## config.mk

```make
export PLATFORM = sky130hd
export DESIGN_NAME = calendar_day_count_weekday_dst
export DESIGN_NICKNAME = d
export VERILOG_FILES = /design/src/design/cdc_pkg.sv /design/src/design/cdc_day_count.sv /design/src/design/cdc_dst.sv /design/src/design/calendar_day_count_weekday_dst.sv
export SDC_FILE = /design/constraint.sdc
export NUM_CORES = 1
export LEC_CHECK = 0
export ABC_AREA = 1
export CORE_ASPECT_RATIO = 1.2
export CORE_MARGIN = 5
export CORE_UTILIZATION = 60
export DETAILED_ROUTE_END_ITERATION = 6
export DONT_BUFFER_PORTS = 1
export PLACE_DENSITY = 0.76
export RECOVER_POWER = 100
export SLEW_MARGIN = 20
export SYNTH_ARGS = -nofsm -noshare
export SYNTH_HDL_FRONTEND = slang
export SYNTH_HIERARCHICAL = 1
export SYNTH_SLANG_ARGS = --single-unit
```

## constraint.sdc

```tcl
create_clock -name clk_i -period 23.9 [get_ports clk_i]
set_clock_uncertainty 0.1 [all_clocks]
set_input_delay 0 -clock clk_i [delete_from_list [all_inputs] [get_ports clk_i]]
set_output_delay 0 -clock clk_i [all_outputs]
set_load 0.03 [all_outputs]
```

## src/design/cdc_pkg.sv

```systemverilog
`timescale 1ns / 1ps

package cdc_pkg;

  // field widths
  localparam int unsigned YearW  = 7;
  localparam int unsigned MonthW = 4;
  localparam int unsigned DayW   = 5;
  localparam int unsigned CountW = 16;
  localparam int unsigned WdayW  = 3;

  // months that matter for leap days and summer time
  localparam logic [MonthW-1:0] MonthFeb = 4'd2;
  localparam logic [MonthW-1:0] MonthMar = 4'd3;
  localparam logic [MonthW-1:0] MonthOct = 4'd10;

  // days before the first of the given month, whole year above december
  function automatic logic [8:0] cum_days(input logic [MonthW-1:0] m);
    logic [8:0] r;
    unique case (m)
      4'd0, 4'd1: r = 9'd0;
      4'd2:       r = 9'd31;
      4'd3:       r = 9'd59;
      4'd4:       r = 9'd90;
      4'd5:       r = 9'd120;
      4'd6:       r = 9'd151;
      4'd7:       r = 9'd181;
      4'd8:       r = 9'd212;
      4'd9:       r = 9'd243;
      4'd10:      r = 9'd273;
      4'd11:      r = 9'd304;
      4'd12:      r = 9'd334;
      default:    r = 9'd365;
    endcase
    return r;
  endfunction

  // modulo 7 by folding octal digits, since 8 is 1 mod 7
  function automatic logic [2:0] mod7(input logic [16:0] v);
    logic [5:0] s1;
    logic [3:0] s2;
    logic [3:0] s3;
    s1 = 6'(v[2:0]) + 6'(v[5:3]) + 6'(v[8:6]) + 6'(v[11:9])
       + 6'(v[14:12]) + 6'(v[16:15]);
    s2 = 4'(s1[2:0]) + 4'(s1[5:3]);
    s3 = 4'(s2[2:0]) + 4'(s2[3]);
    if (s3 >= 4'd7) begin
      s3 = s3 - 4'd7;
    end
    return s3[2:0];
  endfunction

endpackage

```

## src/design/cdc_day_count.sv

```systemverilog
`timescale 1ns / 1ps

module cdc_day_count
  import cdc_pkg::*;
(
  input  logic [YearW-1:0]  year_offset_i,
  input  logic [MonthW-1:0] month_i,
  input  logic [DayW-1:0]   day_i,
  output logic [CountW-1:0] day_count_o,
  output logic [WdayW-1:0]  weekday_o
);

  logic [7:0]        y_plus3;
  logic [5:0]        leap_days;
  logic              leap_now;
  logic [15:0]       year_days;
  logic [CountW-1:0] sum;
  logic [16:0]       wd_arg;

  assign y_plus3   = 8'(year_offset_i) + 8'd3;
  assign leap_days = y_plus3[7:2];
  assign leap_now  = (month_i > MonthFeb) && (year_offset_i[1:0] == 2'b00);
  // 365 * y as shifts: 256 + 64 + 32 + 8 + 4 + 1
  assign year_days = (16'(year_offset_i) << 8) + (16'(year_offset_i) << 6)
                   + (16'(year_offset_i) << 5) + (16'(year_offset_i) << 3)
                   + (16'(year_offset_i) << 2) + 16'(year_offset_i);

  assign sum = 16'(day_i) + 16'(cum_days(month_i)) + 16'(leap_now)
             + year_days + 16'(leap_days);

  // day zero of jan 2000 wraps to all ones
  assign day_count_o = sum - 16'd1;

  // 2000-01-01 is a saturday
  assign wd_arg    = 17'(day_count_o) + 17'd5;
  assign weekday_o = mod7(wd_arg);

endmodule

```

## src/design/cdc_dst.sv

```systemverilog
`timescale 1ns / 1ps

module cdc_dst
  import cdc_pkg::*;
(
  input  logic [YearW-1:0]  year_offset_i,
  input  logic [MonthW-1:0] month_i,
  input  logic [DayW-1:0]   day_i,
  output logic              summer_time_o
);

  localparam logic [8:0] MarShift = 9'd5;
  localparam logic [8:0] OctShift = 9'd2;

  logic [9:0]      y5;
  logic [8:0]      k_base;
  logic [8:0]      k_mar;
  logic [8:0]      k_oct;
  logic [DayW-1:0] last_sun_mar;
  logic [DayW-1:0] last_sun_oct;

  assign y5     = (10'(year_offset_i) << 2) + 10'(year_offset_i);
  // century term is 0 or 1 in the 7-bit range, the 400-year term is 0
  assign k_base = 9'(y5[9:2]) + 9'd7 - 9'(year_offset_i >= 7'd100);
  assign k_mar  = k_base + MarShift;
  assign k_oct  = k_base + OctShift;

  assign last_sun_mar = 5'd31 - 5'(mod7(17'(k_mar)));
  assign last_sun_oct = 5'd31 - 5'(mod7(17'(k_oct)));

  always_comb begin
    priority if (month_i > MonthMar && month_i < MonthOct) begin
      summer_time_o = 1'b1;
    end else if (month_i == MonthMar) begin
      summer_time_o = (day_i >= last_sun_mar);
    end else if (month_i == MonthOct) begin
      summer_time_o = (day_i <= last_sun_oct);
    end else begin
      summer_time_o = 1'b0;
    end
  end

endmodule

```

## src/design/calendar_day_count_weekday_dst.sv

```systemverilog
`timescale 1ns / 1ps

// channel   direction  handshake                 payload
// request   in         start & !busy             year_offset_i, month_i, day_i
// result    out        result_valid_o (1 cycle)  day_count_o, weekday_o, summer_time_o
//
// one request per cycle; an accepted request goes through the request register
// and then the result register, around one pass of date arithmetic
// busy stays low, so every request with start high is taken
// rst_ni clears only the valid flags, payload registers are not reset
// results are shown for one cycle and the receiver cannot stall them

module calendar_day_count_weekday_dst
  import cdc_pkg::*;
(
  input  logic              clk_i,
  input  logic              rst_ni,
  input  logic              start,
  output logic              busy,
  input  logic [YearW-1:0]  year_offset_i,
  input  logic [MonthW-1:0] month_i,
  input  logic [DayW-1:0]   day_i,
  output logic              result_valid_o,
  output logic [CountW-1:0] day_count_o,
  output logic [WdayW-1:0]  weekday_o,
  output logic              summer_time_o
);

  // request register
  logic              req_vld_q;
  logic [YearW-1:0]  year_q;
  logic [MonthW-1:0] month_q;
  logic [DayW-1:0]   day_q;

  // combinational results
  logic [CountW-1:0] day_count_d;
  logic [WdayW-1:0]  weekday_d;
  logic              summer_d;

  // result register
  logic              res_vld_q;
  logic [CountW-1:0] day_count_q;
  logic [WdayW-1:0]  weekday_q;
  logic              summer_q;

  // pipeline never holds back
  assign busy = 1'b0;

  always_ff @(posedge clk_i or negedge rst_ni) begin
    if (!rst_ni) begin
      req_vld_q <= 1'b0;
      res_vld_q <= 1'b0;
    end else begin
      req_vld_q <= start && !busy;
      res_vld_q <= req_vld_q;
    end
  end

  // payload captured without reset, qualified by the valid flags
  always_ff @(posedge clk_i) begin
    if (start && !busy) begin
      year_q  <= year_offset_i;
      month_q <= month_i;
      day_q   <= day_i;
    end
    if (req_vld_q) begin
      day_count_q <= day_count_d;
      weekday_q   <= weekday_d;
      summer_q    <= summer_d;
    end
  end

  // day count and weekday
  cdc_day_count u_day_count (
    .year_offset_i (year_q),
    .month_i       (month_q),
    .day_i         (day_q),
    .day_count_o   (day_count_d),
    .weekday_o     (weekday_d)
  );

  // european summer time flag
  cdc_dst u_dst (
    .year_offset_i (year_q),
    .month_i       (month_q),
    .day_i         (day_q),
    .summer_time_o (summer_d)
  );

  assign result_valid_o = res_vld_q;
  assign day_count_o    = day_count_q;
  assign weekday_o      = weekday_q;
  assign summer_time_o  = summer_q;

endmodule
```

* After elaboration in Yosys (flattened, before gate mapping) *
Memory sizes are Yosys's and may differ from the RTL's. A register that Yosys moved wholly into a read port is not among the register bits.
Cells that the tools add are included.

storage, ports and cells
  register bits = 38
  bits in latches = 0
  RAM bits = 0
  memory bits (read-only) = 144
  output and inout port bits = 22
  logic and storage cells = 66
  memories kept = 1

operators by class
  add/subtract/negate cells = 37
  multipliers = 0
  divide/modulo/power cells = 0
  $lt $le $gt $ge = 9
  equal/unequal tests = 2
  shift operators = 0
  multiplexer cells = 6
  bitwise logic cells = 0
  reduce and logical (&&, ||, !) cells = 3

memories
  name              depth  width  read ports  clocked after Yosys merged registers in  write ports  line           text
  (name not given)  16     9      1           1                                        0            cdc_pkg.sv:20  unique case (m)

operators by type and width
  kind                     number
  $add A6 B3 Y6            5
  $add A3 B3 Y4            6
  $add A16 B3 Y17 const B  1
  $add A15 B13 Y16         1
  $add A16 B1 Y16          1
  $add A16 B10 Y16         1
  $add A16 B12 Y16         1
  $add A16 B16 Y16         1
  $add A16 B6 Y16          1
  $add A16 B7 Y16          1
  $add A16 B9 Y16          1
  $sub A16 B1 Y16 const B  1
  $add A3 B1 Y4            3
  $ge A4 B3 Y1 const B     3
  $add A5 B9 Y10           1
  $add A9 B7 Y10           1
  $sub A1 B4 Y5 const A    2
  $add A8 B3 Y9 const B    1
  $add A9 B2 Y9 const B    1
  $add A9 B3 Y9 const B    1
  $mux W3                  3
  $sub A3 B3 Y3 const B    3
  $sub A9 B1 Y9            1
  $add A7 B2 Y8 const B    1
  12 further kinds         15

* Longest topological paths before layout *
Gate-level depths: netlist of the first run.

  depth after elaboration = 18
  depth in mapped cells = 46

* Cells and area by module *
Netlist of the first run, hierarchy kept.

by module, submodules not included
  module                          times used  cells an instance  area each (sq um)  sequential area each (sq um)
  cdc_day_count                   1           449                3,422.0            0.0
  cdc_dst                         1           274                1,833.0            0.0
  calendar_day_count_weekday_dst  1           40                 1,142.3            1,131.1

* Least setup slack after synthesis of the first run *
OpenSTA, ideal clock, no wires.

  path kind = register to register
  start point = register year_q[1]
  end point = register weekday_q[1] (netlist: weekday_o[1]), data pin
  library setup time = 260 ps
  arrival time = 8,729 ps
  required time = 23,540 ps
  slack = 14,811 ps
  stages on the path, launching flop included = 35
  path buffers = 0
  period minus slack after synthesis = 9,089 ps
  cells stage by stage = edfxtp_1 -> inv_1 -> ha_1 -> nor3_1 -> nand2_1 -> xor2_1 -> fa_1 -> fa_1 -> fa_1 -> inv_1 -> fa_1 -> fa_1 -> xnor2_2 -> inv_2 -> nor2_1 -> xor2_1 -> fa_1 -> xor3_1 -> ha_1 -> xor3_1 -> ha_1 -> ha_1 -> inv_1 -> fa_1 -> o221ai_1 -> xor2_1 -> ha_1 -> nand3_1 -> nand2_1 -> ha_1 -> ha_1 -> ha_1 -> nand2_1 -> nand2_1 -> mux2_2

RTL lines
  element                                                        line                                      text
  start: declaration                                             calendar_day_count_weekday_dst.sv:31      logic [YearW-1:0] year_q;
  start signal: assignment                                       calendar_day_count_weekday_dst.sv:62      year_q <= year_offset_i;
  $add A16 B10 Y16 / $logic_not A2 Y1 (equally long branches)    cdc_day_count.sv:25, cdc_day_count.sv:22
  $add A16 B9 Y16 / $logic_and A1 B1 Y1 (equally long branches)  cdc_day_count.sv:26, cdc_day_count.sv:22
  $add A16 B7 Y16 / $add A16 B1 Y16 (equally long branches)      cdc_day_count.sv:26, cdc_day_count.sv:28
  $add A16 B16 Y16                                               cdc_day_count.sv:29                       + year_days + 16'(leap_days);
  $add A16 B6 Y16 (*)                                            cdc_day_count.sv:29
  $sub A16 B1 Y16 (*)                                            cdc_day_count.sv:32                       assign day_count_o = sum - 16'd1;
  via day_count_d[5]                                             calendar_day_count_weekday_dst.sv:36      logic [CountW-1:0] day_count_d;
  $add A16 B3 Y17 (*)                                            cdc_day_count.sv:35                       assign wd_arg = 17'(day_count_o) + 17'd5;
  $add A3 B3 Y4                                                  cdc_pkg.sv:43                             s1 = 6'(v[2:0]) + 6'(v[5:3]) + 6'(v[8:6]) + 6'(v[11:9])
  $add A6 B3 Y6 (2 in a row)                                     cdc_pkg.sv:43
  $add A6 B3 Y6                                                  cdc_pkg.sv:44                             + 6'(v[14:12]) + 6'(v[16:15]);
  $add A6 B2 Y6 (*)                                              cdc_pkg.sv:44
  $add A3 B3 Y4 (*)                                              cdc_pkg.sv:45                             s2 = 4'(s1[2:0]) + 4'(s1[5:3]);
  $add A3 B1 Y4 (*)                                              cdc_pkg.sv:46                             s3 = 4'(s2[2:0]) + 4'(s2[3]);
  $ge A4 B3 Y1 / $sub A3 B3 Y3 (equally long branches)           cdc_pkg.sv:47, cdc_pkg.sv:48
  $mux W3 (*)                                                    cdc_pkg.sv:47                             if (s3 >= 4'd7) begin
  via weekday_d[1]                                               calendar_day_count_weekday_dst.sv:37      logic [WdayW-1:0] weekday_d;
  end signal: assignment                                         calendar_day_count_weekday_dst.sv:68      weekday_q <= weekday_d;
  end: declaration                                               calendar_day_count_weekday_dst.sv:43      logic [WdayW-1:0] weekday_q;

The timed path passes the listed nets; every way through them passes the cells marked *.
A chain may end at the register's enable or synchronous reset.

* Worst setup path in the final report of the first run *
Ends and elaborated chain as after synthesis.

==> flow_summary.yaml, run 1 <==
yosys:
  synth.largest_area_cell: "ha_1"
  synth-async-reset-ratio_pct: 5.263
  synth-compound-area-share_pct: 4.361
  synth_top_area_share_pct: 20.73
  ys_ff_latch: 38
  synth-xor-area-share_pct: 6.748
  syn_inst: 763
  post-synth-top-count-cell: "inv_1"
  synth_warnings: 6
  netlist_area_sq_um: 6397
  ys.flop_type: "edfxtp_1"
  synth_fa_ha_area_share_pct: 37.63
  ys_types: 47
  synth-simple-area-share_pct: 22.16
  synth_area_leaders: "ha_1, edfxtp_1, fa_1, inv_1, nand2_1"
  synth_nets: 942
  synthMuxAreaShare_pct: 0.5085
  synth.avg_cell_area_sq_um: 8.385
  synthTopCellsByCount: "inv_1, nand2_1, ha_1"
  synth_top_family_by_area: "adder cells"
  synth-edff-count: 36
  seq_area_frac_synth_pct: 17.68
global_routing:
  grt_max_degree: 22
  grt_first_pass_wirelength_mm: 23.50
  grt_usage_pct: 22.37
  grt_pass1_vias: 5237
  grt-ovfl-total: 0
  antenna_found_initial: 0
route:
  vias: 4836
  drt_wl_total_mm: 13.49
  viasPerCell: 5.274
  routedWlPerCell_microns: 14.72
  ant_nets: 0
  drt-initial-drc-count: 213
  drc: 0
  dr.pass1.iters: 4
sta:
  final.setup.tns_ps: 0
  rsz0062_at_grt: "false"
  finalCritPeriodShare_pct: 41.29
  fmax_mhz: 101.3
  finalCriticalPeriod_ps: 9868
  tightestPinTransition_ps: 869.8
  drv_slew: 0
  setup_viol: 0
  max_slew_margin_pct: 42.02
  hold_viol_final: 0
critical_path:
  critPathBufInv: 6
  crit_top_cell: "ha_1"
  startpoint_type: "flip-flop"
  worst-path-max-fanout: 5
  cpPeakStageDelay_ps: 520
  critPathTopFamily: "adder cells"
  startpoint: "year_q[1]"
  cp.arrival_ps: 9810
  r2r_start: "year_q[1]"
  worst_path_max_delay_cell: "fa_1"
  end_kind: "flip-flop"
  critPathRequiredTime_ps: 23840
  crit_type: "reg -> reg"
cts:
  cts.htree.levels: 2
  cts_made_buffers: 5
  clkTransAtPathRegs_ps: 60
  cts_resized: 0
  clockRootBuffer: "clkbuf_16"
  cts_tree: "built"
  clock_sinks: 38
  clock_latency_ps: 280
  cts_max_path_buffers: 2
min_path:
  hp-class: "in -> reg"
  min-delay-start: "year_offset_i[2]"
die:
  die_h_microns: 123.1
  start_util_pct: 61.13
  die_x_microns: 104.3
  die-area_sq_um: 12840
  ios: 41
  core_sq_um: 10470
  rows: 41
layout:
  area_growth_pct: 7.843
  post-route-util_pct: 65.93
  drive_gt1_share_pct: 7.107
  diodes: 0
  nets: 966
placement:
  dp_hpwl_mm: 11.22
  port_buffers: 0
  gp_congestion: 0.9088
run_status:
  outcome: "finished clean"
job:
  maxCapViolations: 0
[metrics by stage]
stage	setup slack (ps)	instance area, sq um	instances	hold WS (ps)
floorplan	14810	6397	763	-395.6
global placement	14480	6548	890	-395.5
detailed placement	14190	6548	890	-395.5
CTS	14140	6932	917	241.4
global route	13400	6899	917	238.3
finish	14030	6899	917	246.7
[registers in the layout, indices dropped and copies added, names as in the netlist]
signal and cells:
day_count_o 16, year_q 7, day_q 5, month_q 4, weekday_o 3, req_vld_q 1
result_valid_o 1, summer_time_o 1
[final timing paths]
kind	end	slack, ps	cells past startpoint
worst min register to register	summer_time_o	820	2
max in group asynchronous	result_valid_o	23160	2
worst max-delay path	weekday_o[1]	14030	37
worst min-delay path	year_q[2]	250	1
min in group asynchronous	req_vld_q	400	2
worst max register to register	weekday_o[1]	14030	37
[final cells by class]
class | count | area [sq um]
fillers | 855 | 3566
repair buffers | 19 | 190.2
multi-input cells | 541 | 4539
well taps | 129 | 161.4
flip-flops and latches | 38 | 1131
clock inverters | 3 | 68.82
clock buffers | 5 | 125.1
inverters | 182 | 683.2
[timing repair]
| item | CTS | global route |
|---|---|---|
| endpoints found under the hold margin | 35 | 0 |
| hold buffers | 19 | 0 |
| setup buffers | 0 | 0 |
[per-layer routing]
| layer | share of wire, % | wire length (microns) | track usage, % |
|---|---|---|---|
| met4 | 2.9 | 393 | 7.530 |
| met1 | 38 | 5141 | 23.63 |
| met5 | 0 | 0 | 0 |
| met2 | 57 | 7652 | 45.84 |
| met3 | 2.3 | 306 | 1.984 |
[cell families after synthesis]
kind of cell               Yosys count
and+or+nand+nor                    286
adders and majority gates          160
xor gates and xnor gates            45
other                                1
muxes                                3
AOI/OAI and AO/OA                   46
DFF                                 38
buffers and inverters              184
[placed cells by master, fill, tap and decap left out, types with 13 or more instances in the layout]
master	n
nand2_1	127
fa_1	54
nor2_1	43
xor2_1	30
nand3_1	58
nand2_2	19
dlygate4sd3_1	19
ha_1	106
xnor2_1	13
edfxtp_1	36
a21oi_1	18
inv_1	176
Power of run 1 is not shown: default switching activity piles up to over one toggle a cycle in this logic, so the estimate is an artifact.
==> run 2: changes to the inputs <==
clock period = 9.3 ns   (was 23.9 ns; I/O delays follow)
==> run 2 against run 1 <==
Against the previous run: register-to-register slack worse by 14000 ps; flip-flop and latch count unchanged; critical path depth up 4; final area up 6.9%; die area unchanged; critical endpoint unchanged.
==> flow_summary.yaml, run 2 (synthesis gave the netlist of run 1 again) <==
global_routing:
  grt_first_pass_wirelength_mm: 23.60
  grt_max_degree: 22
  grt_usage_pct: 22.31
  antenna_found_initial: 0
  grt-ovfl-total: 0
  grt_pass1_vias: 5338
run_status:
  outcome: "finished clean"
die:
  die_h_microns: 123.1
  die_x_microns: 104.3
  core_sq_um: 10470
  start_util_pct: 61.13
  die-area_sq_um: 12840
  rows: 41
  ios: 41
cts:
  clock_sinks: 38
  cts.htree.levels: 2
  clock_latency_ps: 280
  cts_made_buffers: 5
  cts_max_path_buffers: 2
  cts_tree: "built"
  clkTransAtPathRegs_ps: 60
  clockRootBuffer: "clkbuf_16"
route:
  routedWlPerCell_microns: 15.03
  drc: 0
  viasPerCell: 5.347
  drt-initial-drc-count: 211
  vias: 5090
  drt_wl_total_mm: 14.31
  ant_nets: 0
  dr.pass1.iters: 4
critical_path:
  cp.arrival_ps: 9040
  startpoint_type: "flip-flop"
  worst-path-max-fanout: 4
  end_kind: "flip-flop"
  critPathRequiredTime_ps: 9240
  r2r_slack_ps: 200
  crit_type: "reg -> reg"
  worst_path_max_delay_cell: "fa_1"
  cpPeakStageDelay_ps: 570
layout:
  area_growth_pct: 15.27
  mostFrequentLayoutCell: "inv_1"
  post-route-util_pct: 70.47
  drive_gt1_share_pct: 16.52
  largest_register_ffs: 16
  nets: 1001
  diodes: 0
  layout_common_cells: "inv_1, nand2_1, ha_1"
min_path:
  hp-class: "in -> reg"
placement:
  port_buffers: 0
  dp_hpwl_mm: 11.31
  gp_congestion: 0.8888
sta:
  max_slew_margin_pct: 38.88
  tightestPinTransition_ps: 916.7
  drv_slew: 0
  finalCritPeriodShare_pct: 97.90
  fmax_mhz: 109.8
  hold_viol_final: 0
  finalCriticalPeriod_ps: 9104
  setup_viol: 0
job:
  maxCapViolations: 0
-- run 2: area by class of cell --
| cell class | instances | area (sq um) |
|---|---|---|
| flip-flops and latches | 38 | 1131 |
| fillers | 781 | 3090 |
| multi-input cells | 541 | 4756 |
| clock buffers | 5 | 125.1 |
| clock inverters | 3 | 68.82 |
| repair buffers | 54 | 449.2 |
| well taps | 129 | 161.4 |
| inverters | 182 | 683.2 |
-- run 2: metrics by stage --
stage	hold WS [ps]	instance area [sq um]	setup WS (ps)	instances	TNS (ps)
global route	234.1	7375	-173.6	952	-256.8
global placement	-395.5	6690	108.3	909	0
floorplan	-395.6	6397	211.1	763	0
detailed placement	-395.5	6690	-114.7	909	-114.7
CTS	236.5	7087	24.04	937	0
finish	236.9	7375	195.7	952	0
-- run 2: what timing repair did --
item	in CTS	in global routing
hold endpoints to repair	35	0
hold buffers	19	0
setup buffers	1	15
resized for setup	3	42
pin swaps	2	33
endpoints found under the setup margin	1	3
-- run 2: per-layer routing --
layer | up-vias | track usage (%) | part of all wire, %
li1 | 2519 | - | -
met5 | - | 0 | 0
met2 | 100 | 45.88 | 58
met1 | 2438 | 23.16 | 37
met3 | 33 | 2.037 | 2.6
met4 | 0 | 8.097 | 3.1
-- run 2: worst max-delay path: cells and delay by family, from the launching register on --
family / cells / cell delay [ps]
fa+ha+maj: 15 / 5560
simple gates: 10 / 920
buf+inv: 9 / 640
xor+xnor: 3 / 470
compound gates: 3 / 440
flops: 1 / 420
mux: 1 / 300
-- run 2: path summary, 6_finish.rpt --
kind	startpoint	to	cells after the start
hold reg to reg	month_q[3]	summer_time_o	2
setup / recovery	year_q[1]	weekday_o[1]	41
hold / removal	day_i[2]	day_q[2]	1
min in group asynchronous	rst_ni	req_vld_q	2
setup reg to reg	year_q[1]	weekday_o[1]	41
max in group asynchronous	rst_ni	result_valid_o	2
Power of run 2 is left out for the same reason.
